==> src/gpgc_pkg.sv <==
// ----------------------------------------------------------------------------
// Gripper pressure grip controller package
// Shared types and constants for the front, queue and back parts.
// ----------------------------------------------------------------------------
package gpgc_pkg;

	localparam logic [7:0]  ANGLE_OPEN  = 8'd60;
	localparam logic [7:0]  ANGLE_STOP  = 8'd90;
	localparam logic [7:0]  ANGLE_CLOSE = 8'd120;
	localparam logic [15:0] STEP_HOLD   = 16'd15;

	localparam int FIFO_DEPTH = 4;
	localparam int FIFO_PTR_W = 2;
	localparam int FIFO_CNT_W = 3;

	localparam int CFG_IDX_W = 3;

	// Configuration register indexes.
	typedef enum logic [CFG_IDX_W-1:0] {
		REG_GRIP_THRESHOLD     = 3'd0,
		REG_DEBOUNCE_MS        = 3'd1,
		REG_SLOW_CLOSE_MS      = 3'd2,
		REG_CLOSE_TIMEOUT_MS   = 3'd3,
		REG_OPEN_HOLD_LIMIT_MS = 3'd4,
		REG_SLIP_MARGIN        = 3'd5
	} reg_idx_t;

	typedef struct packed {
		logic [7:0]  grip_threshold;
		logic [15:0] debounce_ms;
		logic [15:0] slow_close_ms;
		logic [15:0] close_timeout_ms;
		logic [15:0] open_hold_limit_ms;
		logic [7:0]  slip_margin;
	} cfg_t;

	// What the back part has to emit for one accepted word.
	typedef enum logic [2:0] {
		CMD_SLIP    = 3'd0,
		CMD_CLOSE   = 3'd1,
		CMD_TIMEOUT = 3'd2,
		CMD_HOLD    = 3'd3,
		CMD_OPEN    = 3'd4
	} cmd_t;

	typedef struct packed {
		cmd_t        cmd;
		logic [15:0] hold;
		logic        err;
		logic        grip;
	} entry_t;

endpackage

==> src/gripper_pressure_grip_controller.sv <==
// An accepted word enters the queue, then the back part's output register.
// One word per cycle while the queue has room; an open command drives two result
// words, holding the output port for both, and a four-entry queue absorbs the burst.
// The grip state update is combinational in the front part, so words need no spacing.
// Reset clears the grip state, the queue pointers and the output valid flag, and
// loads the register defaults; the configuration port is always ready.
// ----------------------------------------------------------------------------
// Gripper pressure grip controller
// Configuration registers, front decision part, command queue and back part.
// ----------------------------------------------------------------------------
module gripper_pressure_grip_controller import gpgc_pkg::*; #(
	parameter int TIME_WIDTH  = 32,
	parameter int SAMPLE_BITS = 10
) (
	input  logic                   clk,
	input  logic                   arst_n,
	input  logic                   cfg_valid,
	output logic                   cfg_ready,
	input  logic [CFG_IDX_W-1:0]   cfg_index,
	input  logic [15:0]            cfg_data,
	input  logic                   in_valid,
	output logic                   in_ready,
	input  logic                   operation,
	input  logic [TIME_WIDTH-1:0]  now_ms,
	input  logic [SAMPLE_BITS-1:0] raw_pressure,
	input  logic                   close_request,
	input  logic [TIME_WIDTH-1:0]  close_start_ms,
	output logic                   out_valid,
	input  logic                   out_ready,
	output logic                   servo_write,
	output logic [7:0]             servo_angle,
	output logic [15:0]            hold_ms,
	output logic                   done_res,
	output logic                   error_flag,
	output logic                   gripped_flag,
	output logic                   last
);

	cfg_t   cfg_q;
	logic   push;
	entry_t push_data;
	logic   full;
	logic   pop;
	entry_t pop_data;
	logic   empty;

	assign cfg_ready = 1'b1;

	always_ff @(posedge clk or negedge arst_n) begin
		if (!arst_n) begin
			cfg_q.grip_threshold     <= 8'd20;
			cfg_q.debounce_ms        <= 16'd10;
			cfg_q.slow_close_ms      <= 16'd800;
			cfg_q.close_timeout_ms   <= 16'd1000;
			cfg_q.open_hold_limit_ms <= 16'd1000;
			cfg_q.slip_margin        <= 8'd10;
		end else if (cfg_valid && cfg_ready) begin
			unique case (reg_idx_t'(cfg_index))
				REG_GRIP_THRESHOLD:     cfg_q.grip_threshold     <= cfg_data[7:0];
				REG_DEBOUNCE_MS:        cfg_q.debounce_ms        <= cfg_data;
				REG_SLOW_CLOSE_MS:      cfg_q.slow_close_ms      <= cfg_data;
				REG_CLOSE_TIMEOUT_MS:   cfg_q.close_timeout_ms   <= cfg_data;
				REG_OPEN_HOLD_LIMIT_MS: cfg_q.open_hold_limit_ms <= cfg_data;
				REG_SLIP_MARGIN:        cfg_q.slip_margin        <= cfg_data[7:0];
				default: begin
				end
			endcase
		end
	end

	gpgc_front #(
		.TIME_WIDTH  (TIME_WIDTH),
		.SAMPLE_BITS (SAMPLE_BITS)
	) u_front (
		.clk            (clk),
		.arst_n         (arst_n),
		.cfg            (cfg_q),
		.in_valid       (in_valid),
		.in_ready       (in_ready),
		.operation      (operation),
		.now_ms         (now_ms),
		.raw_pressure   (raw_pressure),
		.close_request  (close_request),
		.close_start_ms (close_start_ms),
		.push           (push),
		.push_data      (push_data),
		.full           (full)
	);

	gpgc_fifo u_fifo (
		.clk       (clk),
		.arst_n    (arst_n),
		.push      (push),
		.push_data (push_data),
		.full      (full),
		.pop       (pop),
		.pop_data  (pop_data),
		.empty     (empty)
	);

	gpgc_back u_back (
		.clk          (clk),
		.arst_n       (arst_n),
		.pop_data     (pop_data),
		.empty        (empty),
		.pop          (pop),
		.out_valid    (out_valid),
		.out_ready    (out_ready),
		.servo_write  (servo_write),
		.servo_angle  (servo_angle),
		.hold_ms      (hold_ms),
		.done_res     (done_res),
		.error_flag   (error_flag),
		.gripped_flag (gripped_flag),
		.last         (last)
	);

endmodule

==> src/gpgc_front.sv <==
// ----------------------------------------------------------------------------
// Gripper controller front part
// Accepts words, runs the grip/release decision and state update, and queues
// a command for the back part.
// ----------------------------------------------------------------------------
module gpgc_front import gpgc_pkg::*; #(
	parameter int TIME_WIDTH  = 32,
	parameter int SAMPLE_BITS = 10
) (
	input  logic                   clk,
	input  logic                   arst_n,
	input  cfg_t                   cfg,
	input  logic                   in_valid,
	output logic                   in_ready,
	input  logic                   operation,
	input  logic [TIME_WIDTH-1:0]  now_ms,
	input  logic [SAMPLE_BITS-1:0] raw_pressure,
	input  logic                   close_request,
	input  logic [TIME_WIDTH-1:0]  close_start_ms,
	output logic                   push,
	output entry_t                 push_data,
	input  logic                   full
);

	localparam logic [SAMPLE_BITS:0] SAMPLE_TOP = (SAMPLE_BITS+1)'((1 << SAMPLE_BITS) - 1);

	logic [7:0]            prev_q;
	logic [8:0]            ref_q;
	logic [7:0]            base_q;
	logic [TIME_WIDTH-1:0] last_eval_q;
	logic                  gripped_q;
	logic                  err_q;
	logic [TIME_WIDTH-1:0] closing_q;

	logic [SAMPLE_BITS+7:0] scaled;
	logic [7:0]             quot0;
	logic [SAMPLE_BITS:0]   rem0;
	logic [7:0]             mapped;
	logic signed [9:0]      diff;
	logic signed [9:0]      cur;
	logic signed [10:0]     cur11;
	logic signed [10:0]     ref11;
	logic signed [10:0]     thr11;
	logic                   eval_due;
	logic                   grip_hit;
	logic                   rel_hit;
	logic                   slip_hit;
	logic [TIME_WIDTH-1:0]  start;
	logic [TIME_WIDTH-1:0]  span;

	logic [8:0]            ref_n;
	logic [7:0]            base_n;
	logic                  gripped_n;
	logic                  err_n;
	logic [TIME_WIDTH-1:0] closing_n;
	entry_t                entry;

	// raw*255/top with top = 2^SAMPLE_BITS-1: since 2^S = top+1, the quotient by
	// 2^S plus one correction step gives the exact floor.
	always_comb begin
		scaled = {raw_pressure, 8'd0} - (SAMPLE_BITS+8)'(raw_pressure);
		quot0  = scaled[SAMPLE_BITS+7:SAMPLE_BITS];
		rem0   = {1'b0, scaled[SAMPLE_BITS-1:0]} + (SAMPLE_BITS+1)'(quot0);
		mapped = (rem0 >= SAMPLE_TOP) ? quot0 + 8'd1 : quot0;
	end

	always_comb begin
		diff  = $signed({2'b00, mapped}) - $signed({2'b00, prev_q});
		cur   = ((diff == 10'sd0) || (diff == 10'sd1) || (diff == -10'sd1)) ?
		        $signed({1'b0, ref_q}) : diff;
		cur11 = {cur[9], cur};
		ref11 = $signed({2'b00, ref_q});
		thr11 = $signed({3'b000, cfg.grip_threshold});

		eval_due = (now_ms - last_eval_q) >= TIME_WIDTH'(cfg.debounce_ms);
		grip_hit = close_request && (cur11 >= ref11 + thr11);
		rel_hit  = (cur11 <= ref11 - thr11) && (ref_q > 9'd1);
		slip_hit = gripped_q && ($signed({2'b00, mapped}) <=
		           $signed({2'b00, base_q}) - $signed({2'b00, cfg.slip_margin}));

		start = err_q ? now_ms : close_start_ms;
		span  = now_ms - start;
	end

	always_comb begin
		ref_n     = ref_q;
		base_n    = base_q;
		gripped_n = gripped_q;
		err_n     = err_q;
		closing_n = closing_q;
		entry     = '{cmd: CMD_SLIP, hold: 16'd0, err: 1'b0, grip: 1'b0};

		if (operation) begin
			if (slip_hit) begin
				err_n = 1'b1;
			end
		end else begin
			if (eval_due) begin
				// With a zero threshold both compares can hold; grip wins.
				if (grip_hit) begin
					ref_n     = cur[8:0];
					base_n    = mapped;
					gripped_n = 1'b1;
					closing_n = span;
					err_n     = span > TIME_WIDTH'(cfg.slow_close_ms);
				end else if (rel_hit) begin
					ref_n     = cur[9] ? 9'd0 : cur[8:0];
					gripped_n = 1'b0;
				end
			end

			if (close_request) begin
				if (gripped_n) begin
					entry.cmd  = CMD_HOLD;
					entry.hold = STEP_HOLD;
				end else if (span > TIME_WIDTH'(cfg.close_timeout_ms)) begin
					err_n      = 1'b1;
					entry.cmd  = CMD_TIMEOUT;
					entry.hold = 16'd0;
				end else begin
					entry.cmd  = CMD_CLOSE;
					entry.hold = STEP_HOLD;
				end
			end else begin
				err_n     = 1'b0;
				entry.cmd = CMD_OPEN;
				if ((closing_n != '0) &&
				    (closing_n <= TIME_WIDTH'(cfg.open_hold_limit_ms))) begin
					entry.hold = closing_n[15:0];
				end else begin
					entry.hold = cfg.open_hold_limit_ms;
				end
			end
		end

		entry.err  = err_n;
		entry.grip = gripped_n;
	end

	assign in_ready  = !full;
	assign push      = in_valid && in_ready;
	assign push_data = entry;

	always_ff @(posedge clk or negedge arst_n) begin
		if (!arst_n) begin
			prev_q      <= '0;
			ref_q       <= '0;
			base_q      <= '0;
			last_eval_q <= '0;
			gripped_q   <= 1'b0;
			err_q       <= 1'b0;
			closing_q   <= '0;
		end else if (push) begin
			ref_q     <= ref_n;
			base_q    <= base_n;
			gripped_q <= gripped_n;
			err_q     <= err_n;
			closing_q <= closing_n;
			if (!operation && eval_due) begin
				last_eval_q <= now_ms;
				prev_q      <= mapped;
			end
		end
	end

endmodule

==> src/gpgc_fifo.sv <==
// ----------------------------------------------------------------------------
// Gripper controller command queue
// Short register queue that decouples the front part from the back part.
// ----------------------------------------------------------------------------
module gpgc_fifo import gpgc_pkg::*; (
	input  logic   clk,
	input  logic   arst_n,
	input  logic   push,
	input  entry_t push_data,
	output logic   full,
	input  logic   pop,
	output entry_t pop_data,
	output logic   empty
);

	entry_t                 mem_q [FIFO_DEPTH];
	logic [FIFO_PTR_W-1:0]  wr_ptr_q;
	logic [FIFO_PTR_W-1:0]  rd_ptr_q;
	logic [FIFO_CNT_W-1:0]  count_q;

	assign full     = (count_q == FIFO_CNT_W'(FIFO_DEPTH));
	assign empty    = (count_q == '0);
	assign pop_data = mem_q[rd_ptr_q];

	always_ff @(posedge clk or negedge arst_n) begin
		if (!arst_n) begin
			wr_ptr_q <= '0;
			rd_ptr_q <= '0;
			count_q  <= '0;
		end else begin
			if (push) begin
				wr_ptr_q <= wr_ptr_q + 1'b1;
			end
			if (pop) begin
				rd_ptr_q <= rd_ptr_q + 1'b1;
			end
			if (push && !pop) begin
				count_q <= count_q + 1'b1;
			end else if (pop && !push) begin
				count_q <= count_q - 1'b1;
			end
		end
	end

	always_ff @(posedge clk) begin
		if (push) begin
			mem_q[wr_ptr_q] <= push_data;
		end
	end

	a_count_bound: assert property (@(posedge clk) disable iff (!arst_n)
		count_q <= FIFO_CNT_W'(FIFO_DEPTH))
		else $error("queue count beyond depth");

	a_pop_nonempty: assert property (@(posedge clk) disable iff (!arst_n)
		pop |-> !empty)
		else $error("queue popped while empty");

endmodule

==> src/gpgc_back.sv <==
// ----------------------------------------------------------------------------
// Gripper controller back part
// Turns queued commands into result words in an output register; an open
// command gives two words.
// ----------------------------------------------------------------------------
module gpgc_back import gpgc_pkg::*; (
	input  logic        clk,
	input  logic        arst_n,
	input  entry_t      pop_data,
	input  logic        empty,
	output logic        pop,
	output logic        out_valid,
	input  logic        out_ready,
	output logic        servo_write,
	output logic [7:0]  servo_angle,
	output logic [15:0] hold_ms,
	output logic        done_res,
	output logic        error_flag,
	output logic        gripped_flag,
	output logic        last
);

	logic        valid_q;
	logic        phase_q;
	logic        write_q;
	logic [7:0]  angle_q;
	logic [15:0] hold_q;
	logic        done_q;
	logic        err_q;
	logic        grip_q;
	logic        last_q;

	logic        load;
	logic        write_n;
	logic [7:0]  angle_n;
	logic        done_n;
	logic        last_n;

	assign load = !valid_q || out_ready;
	assign pop  = load && !phase_q && !empty;

	always_comb begin
		write_n = 1'b1;
		angle_n = ANGLE_STOP;
		done_n  = 1'b0;
		last_n  = 1'b1;
		unique case (pop_data.cmd)
			CMD_SLIP: begin
				write_n = 1'b0;
				angle_n = 8'd0;
			end
			CMD_CLOSE: begin
				angle_n = ANGLE_CLOSE;
			end
			CMD_TIMEOUT: begin
				done_n = 1'b1;
			end
			CMD_HOLD: begin
				done_n = 1'b1;
			end
			CMD_OPEN: begin
				angle_n = ANGLE_OPEN;
				last_n  = 1'b0;
			end
			default: begin
				write_n = 1'b0;
				angle_n = 8'd0;
			end
		endcase
	end

	always_ff @(posedge clk or negedge arst_n) begin
		if (!arst_n) begin
			valid_q <= 1'b0;
			phase_q <= 1'b0;
		end else if (load) begin
			if (phase_q) begin
				valid_q <= 1'b1;
				phase_q <= 1'b0;
			end else begin
				valid_q <= !empty;
				phase_q <= !empty && (pop_data.cmd == CMD_OPEN);
			end
		end
	end

	// The stop word after an open keeps the error and gripped bits already held.
	always_ff @(posedge clk) begin
		if (load) begin
			if (phase_q) begin
				write_q <= 1'b1;
				angle_q <= ANGLE_STOP;
				hold_q  <= 16'd0;
				done_q  <= 1'b0;
				last_q  <= 1'b1;
			end else if (!empty) begin
				write_q <= write_n;
				angle_q <= angle_n;
				hold_q  <= pop_data.hold;
				done_q  <= done_n;
				err_q   <= pop_data.err;
				grip_q  <= pop_data.grip;
				last_q  <= last_n;
			end
		end
	end

	assign out_valid    = valid_q;
	assign servo_write  = write_q;
	assign servo_angle  = angle_q;
	assign hold_ms      = hold_q;
	assign done_res     = done_q;
	assign error_flag   = err_q;
	assign gripped_flag = grip_q;
	assign last         = last_q;

	a_phase_shown: assert property (@(posedge clk) disable iff (!arst_n)
		phase_q |-> valid_q && !last_q && (angle_q == ANGLE_OPEN))
		else $error("second open word pending without first word shown");

	a_slip_single: assert property (@(posedge clk) disable iff (!arst_n)
		valid_q && !write_q |-> last_q && (angle_q == 8'd0))
		else $error("slip check word not single");

endmodule
==> config.mk <==
export PLATFORM = sky130hd
export DESIGN_NAME = gripper_pressure_grip_controller
export DESIGN_NICKNAME = d
export VERILOG_FILES = /design/src/gpgc_pkg.sv /design/src/gripper_pressure_grip_controller.sv /design/src/gpgc_front.sv /design/src/gpgc_fifo.sv /design/src/gpgc_back.sv
export SDC_FILE = /design/constraint.sdc
export NUM_CORES = 1
export LEC_CHECK = 0
export ABC_CLOCK_PERIOD_IN_PS = 11900
export BUFFER_PORTS_ARGS = -buffer_cell sky130_fd_sc_hd__buf_2
export CAP_MARGIN = 0
export CORE_MARGIN = 2
export CORE_UTILIZATION = 40
export DETAILED_ROUTE_END_ITERATION = 8
export GPL_TIMING_DRIVEN = 0
export SETUP_SLACK_MARGIN = 0.5
export SYNTH_ARGS = -nofsm -noshare
export SYNTH_HDL_FRONTEND = slang
export SYNTH_SLANG_ARGS = --single-unit
==> constraint.sdc <==
create_clock -name clk -period 11.9 [get_ports clk]
set_input_delay 1.19 -clock clk [delete_from_list [all_inputs] [get_ports clk]]
set_output_delay 1.19 -clock clk [all_outputs]
set_load 0.01 [all_outputs]
Yosys cells after proc, flatten, opt, wreduce, memory -nomap -nowiden
Memories as Yosys holds them, arrays and structs flattened.
Cells that the tools add are included.
{ "word_totals": {"regBits": 209, "ram_bits": 84, "in_bits": 100, "out_inout_bits": 32, "elab_cells": 146, "mem_count": 1} }
{ "memory_table": {"columns": ["name", "words", "word_bits", "read_ports", "rd_clocked_by_memory_dff", "write_ports", "line", "source"], "rows": [
  ["u_fifo.mem_q", 4, 21, 1, 0, 1, "gpgc_fifo.sv:16", "entry_t mem_q [FIFO_DEPTH];"]
]} }
{ "op_classes": {"n_addsub": 13, "magnitude_cmp": 9, "eq_ne": 13, "n_mux": 41, "bitwise_logic": 3, "reduce_logical": 41} }
{ "op_table": {"columns": ["operator", "count"], "rows": [
  ["$mux W32", 4],
  ["$gt A32 B16 Y1", 2],
  ["$sub A32 B32 Y32", 2],
  ["$mux W19", 3],
  ["$ge A32 B16 Y1", 1],
  ["$le A32 B16 Y1", 1],
  ["$mux W16", 2],
  ["$reduce_bool A32 Y1", 1],
  ["$mux W9", 3],
  ["$mux W1", 22],
  ["$pmux W7 S3", 1],
  ["$mux W18", 1],
  ["$reduce_and A2 Y1", 9],
  ["$sub A18 B10 Y18", 1],
  ["$sub A8 B8 Y9", 2],
  ["$mux W8", 2],
  ["$eq A3 B2 Y1 const B", 4],
  ["$eq A3 B3 Y1 const B", 4],
  ["$add A10 B8 Y11", 1],
  ["$ge A10 B11 Y1", 1],
  ["$ge A11 B10 Y1 const B", 1],
  ["$logic_and A1 B1 Y1", 11],
  ["$add A9 B8 Y10", 1],
  ["$eq A10 B1 Y1 const B", 1],
  ["other kinds (23)", 39]
]} }

Logic depth before layout (Yosys ltp)
{ "depth": {"depth_word": 19, "depth_mapped": 55, "ltp_nobuf": 52} }

Hierarchy
Synthesis repeated with hierarchy kept, for this count alone.
{ "unflattened": {"hier_cells": 1988, "area_unflattened_um2": 20566.0} }
{ "modules_own_cells": {"columns": ["mod", "n_inst", "cells_per_inst", "area_per_inst_um2", "seq_area_each_um2"], "rows": [
  ["gpgc_front", 1, 1595, 12773.5, 2277.2],
  ["gpgc_fifo", 1, 144, 3458.3, 2697.6],
  ["gripper_pressure_grip_controller", 1, 176, 3214.3, 2028.2],
  ["gpgc_back", 1, 73, 1119.8, 830.8]
]} }

Worst setup path after synthesis
Ideal clock, no wire load.
{ "synth_timing": {"kind": "input to register", "from": "input port raw_pressure[4]", "to": "memory u_fifo.mem_q[0][10] (netlist bit), data pin", "setup_ns": 0.280, "arrival_time_ns": 11.265, "required_ns": 11.620, "path_slack_ns": 0.355, "stages": 50, "n_path_buf": 4, "path_cell_list": "clkbuf_1 nor4_1 a31oi_1 nor2b_1 or2_2 xor2_1 inv_1 ha_1 fa_1 a21o_1 a21oi_1 xnor2_1 nand3_1 o21ai_0 o2111ai_1 nor3_1 nand3_1 nor3b_1 (+14 left out) o22ai_4 clkbuf_1 a21boi_0 or2_2 ha_1 a21o_1 a21o_1 a21o_1 a21o_1 a21oi_1 o21ai_0 o21ai_0 a21oi_1 a311oi_1 nand3_1 buf_4 nand3_1 a21oi_1"} }
{ "synth_rtl": {"columns": ["item", "line", "source"], "rows": [
  ["from (decl)", "gripper_pressure_grip_controller.sv:25", "input logic [SAMPLE_BITS-1:0] raw_pressure,"],
  ["to (decl)", "gpgc_fifo.sv:16", null]
]} }

==> flow_metrics.py <==
metrics = {
    "grt": {
        "grt_util_all_layers_pct": 21.0,
        "antenna_found_initial": 1,
        "use_met3_pct": 2.58,
        "top_usage_layer": "met2",
        "grtUsageMet2_pct": 35.3,
        "grt_pass1_vias": 16300,
        "grt_remaining_overflow": 0,
        "use_met1_pct": 28.2,
        "grt_first_pass_wirelength_um": 89000,
        "grt_max_degree": 117,
    },
    "yosys": {
        "synth-edff-count": 110,
        "syn_area_sq_um": 20800,
        "synth_cells": 2130,
        "async_reset_ff_share_pct": 62.1,
        "yosysUniqueCellTypes": 94,
        "syn_avg_cell_area_sq_um": 9.75,
        "ys_ff_latch": 290,
        "yosys_most_used_dff": "dfrtp_1",
        "yosysSeqAreaShare_pct": 37.7,
        "ys_warn_count": 0,
    },
    "route": {
        "ant_nets": 0,
        "vias": 16700,
        "drt_iter0_drc": 865,
        "routed_via_density": 5.50,
        "routed_wl_um": 56800,
        "post_drt_wl_per_cell_um": 18.7,
        "drtPass1Iterations": 7,
        "drc": 0,
    },
    "sta": {
        "slew_violations": 0,
        "fmaxAchievable_mhz": 91.5,
        "period_share_pct": 91.9,
        "setup_viol": 0,
        "timing.final.hold_violations": 0,
        "finalSetupTns_ns": 0,
        "final.min_clock_period_ns": 10.93,
        "tightest_slew_ns": 1.11,
        "clock-skew-final_ns": 0.0200,
        "slew_headroom_pct": 26.3,
        "whs_ns": 0.485,
        "rsz0062_at_grt": "false",
    },
    "setup_path": {
        "worstSetupPathType": "primary input to flop",
        "worst_setup_path_end_kind": "flop",
        "cp-start-kind": "primary input",
        "crit_arrival_ns": 11.20,
        "max_stage_delay_ns": 0.53,
        "critPathMaxFanout": 8,
        "crit_slowest_cell": "or4_4",
        "worst_ep_required_time_ns": 12.17,
        "worst_path_most_repeated_cell": "o21a_1",
    },
    "cts": {
        "insertion_delay_ns": 0.55,
        "clock-sinks": 290,
        "clk_path_buf_depth": 3,
        "cts_tree": "built",
        "cts_root_buf": "clkbuf_16",
        "clk_pin_slew_ns": 0.06,
        "cts-buffers-inserted": 35,
        "h-tree-depth": 2,
        "cts_hold_buf": 0,
    },
    "flow_run": {
        "cap_violations": 0,
    },
    "placement": {
        "port_buffers": 126,
        "gp_congestion": 0.909,
        "place_hpwl_um": 44100,
        "placed_cell_area_sq_um": 22300,
    },
    "layout": {
        "final_util_pct": 47.6,
        "nets": 2637,
        "insertedDiodeCount": 0,
        "final_area_sq_um": 24400,
        "area_delta_synth_final_pct": 17.5,
        "drive_above_1_share_pct": 20.7,
        "nFillCells": 4828,
    },
    "floorplan": {
        "row_count": 83,
        "die_w_um": 232,
        "pin_count": 132,
        "core_sq_um": 51300,
        "die_y_um": 232,
        "initial_utilization_pct": 40.5,
        "die_area_sq_um": 53800,
    },
    "hold_path": {
        "hp-class": "flop to flop",
    },
    "power": {
        "p_leak_nw": 10.7,
        "vdd_drop_max_uv": 117,
        "power.density_nw_per_um2": 253,
    },
    "outcome": {
        "status": "completed",
    },
}
[state kept, by name (all words and copies together) (netlist names)]
name                 flops
u_fifo.mem_q            84
u_back.last              1
u_back.error_flag        1
u_front.ref_q            9
u_fifo.count_q           3
u_back.servo_write       1
u_back.out_valid         1
u_front.last_eval_q     32
u_front.closing_q       32
u_front.base_q           8
cfg_q                   80
u_front.prev_q           8
u_fifo.wr_ptr_q          2
u_back.phase_q           1
u_front.gripped_q        1
u_back.servo_angle       5
u_back.done_res          1
u_fifo.rd_ptr_q          2
u_back.hold_ms          16
u_front.err_q            1
u_back.gripped_flag      1
[power by group]
part | total, W | switching, W | internal, W | leakage [nW]
clock network | 0.00109 | 0.000432 | 0.000653 | 0.570
registers | 0.00152 | 0.000129 | 0.00139 | 3.25
logic | 0.00357 | 0.00210 | 0.00147 | 6.86
[per-stage QoR]
stage	std cells	total power [W]	worst slack, ns
floorplan	2131	0.00400	0.506
global placement	2937	0.00479	-1.69
detailed placement	2939	0.00487	-1.80
CTS	3012	0.00607	0.513
global route	3034	0.00669	0.437
finish	3034	0.00618	0.969
[final timing paths]
path                            slack, ns  cells past startpoint                    from               endpoint
max in group asynchronous           10.34                      2                  arst_n      u_front.prev_q[7]
worst max register to register       3.61                     35  u_front.last_eval_q[0]     u_fifo.mem_q[3][5]
worst min-delay path                 0.49                      2   u_front.closing_q[22]  u_front.closing_q[22]
worst max-delay path                 0.97                     51         raw_pressure[0]     u_fifo.mem_q[3][5]
worst min register to register       0.49                      2   u_front.closing_q[22]  u_front.closing_q[22]
min in group asynchronous            0.59                      1                  arst_n  u_front.closing_q[28]
[cells in the final DEF (no fill, tap or decap), types with 44 or more instances in the layout]
cell type	Yosys	routed
inv_1	206	201
mux2_2	75	74
xnor2_1	79	72
nand2_1	171	169
edfxtp_1	110	110
o21ai_0	153	143
dfrtp_1	159	159
a21o_1	49	49
nor2_1	100	97
mux2i_1	45	44
a21oi_1	121	106
buf_2	12	133
ha_1	199	187
[worst max-delay path, delay by kind of cell]
kind            cells  cell delay (ns)
compound gates     19             4.18
xor+xnor            3             0.61
fa+ha+maj           5             1.36
buf+inv             6             0.72
mux                 1             0.34
simple gates       17             2.79
[synth_stat cells (15+ instances only)]
master      n  area [sq um]
edfxtp_1  110          3300
nand2_1   171           642
nand4_1    37           231
xor2_1     32           280
dfrtp_1   159          3980
o21ai_0   153           766
mux2_2     75           845
ha_1      199          2490
mux4_2     21           473
a21oi_1   121           606
a21boi_0   15           113
dfstp_2    21           552
nor4_1     25           156
nand3_1    39           195
nor2_1    100           375
or2_2      19           119
mux2i_1    45           450
clkbuf_1   40           150
inv_1     206           773
nor3_1     44           220
nor2b_1    38           238
nand2b_1   22           138
xnor2_1    79           692
o21bai_1   15           113
a211oi_1   17           128
a21o_1     49           368
o21a_1     24           180
[layer usage]
layer	up-vias	part of all wire, %
met3	87	4.2
met5	-	0.023
li1	8116	-
met1	8119	46
met4	2	2.6
met2	370	47
[area by class of cell]
type | instances | area [sq um] | share of cell area [%]
inverter | 207 | 781 | 3.20
timing repair buffer | 162 | 963 | 3.95
clock buffer | 46 | 988 | 4.05
sequential | 290 | 7830 | 32.1
clock inverter | 15 | 176 | 0.723
buffer | 66 | 355 | 1.46
tap | 680 | 851 | 3.49
multi-input combinational | 1568 | 12500 | 51.1
[kinds of logic (layout without fill, tap and decap cells)]
family | Yosys count | count (layout) | share of synthesized area, %
other | 2 | 3 | 0.0362
DFF | 290 | 290 | 37.7
adders and majority gates | 207 | 207 | 12.8
buffers and inverters | 273 | 496 | 5.24
muxes | 157 | 157 | 9.41
and+or+nand+nor | 570 | 570 | 13.9
AOI/OAI and AO/OA | 520 | 520 | 16.3
xor gates and xnor gates | 111 | 111 | 4.68
[repair_timing]
action                                  CTS  global route
pin swaps                                13            42
gates cloned                              0             2
endpoints found under the setup margin   64            64
resized for setup                        53            91
buffers inserted                         12            19
No activity file was read; power rests on OpenSTA's default activity.
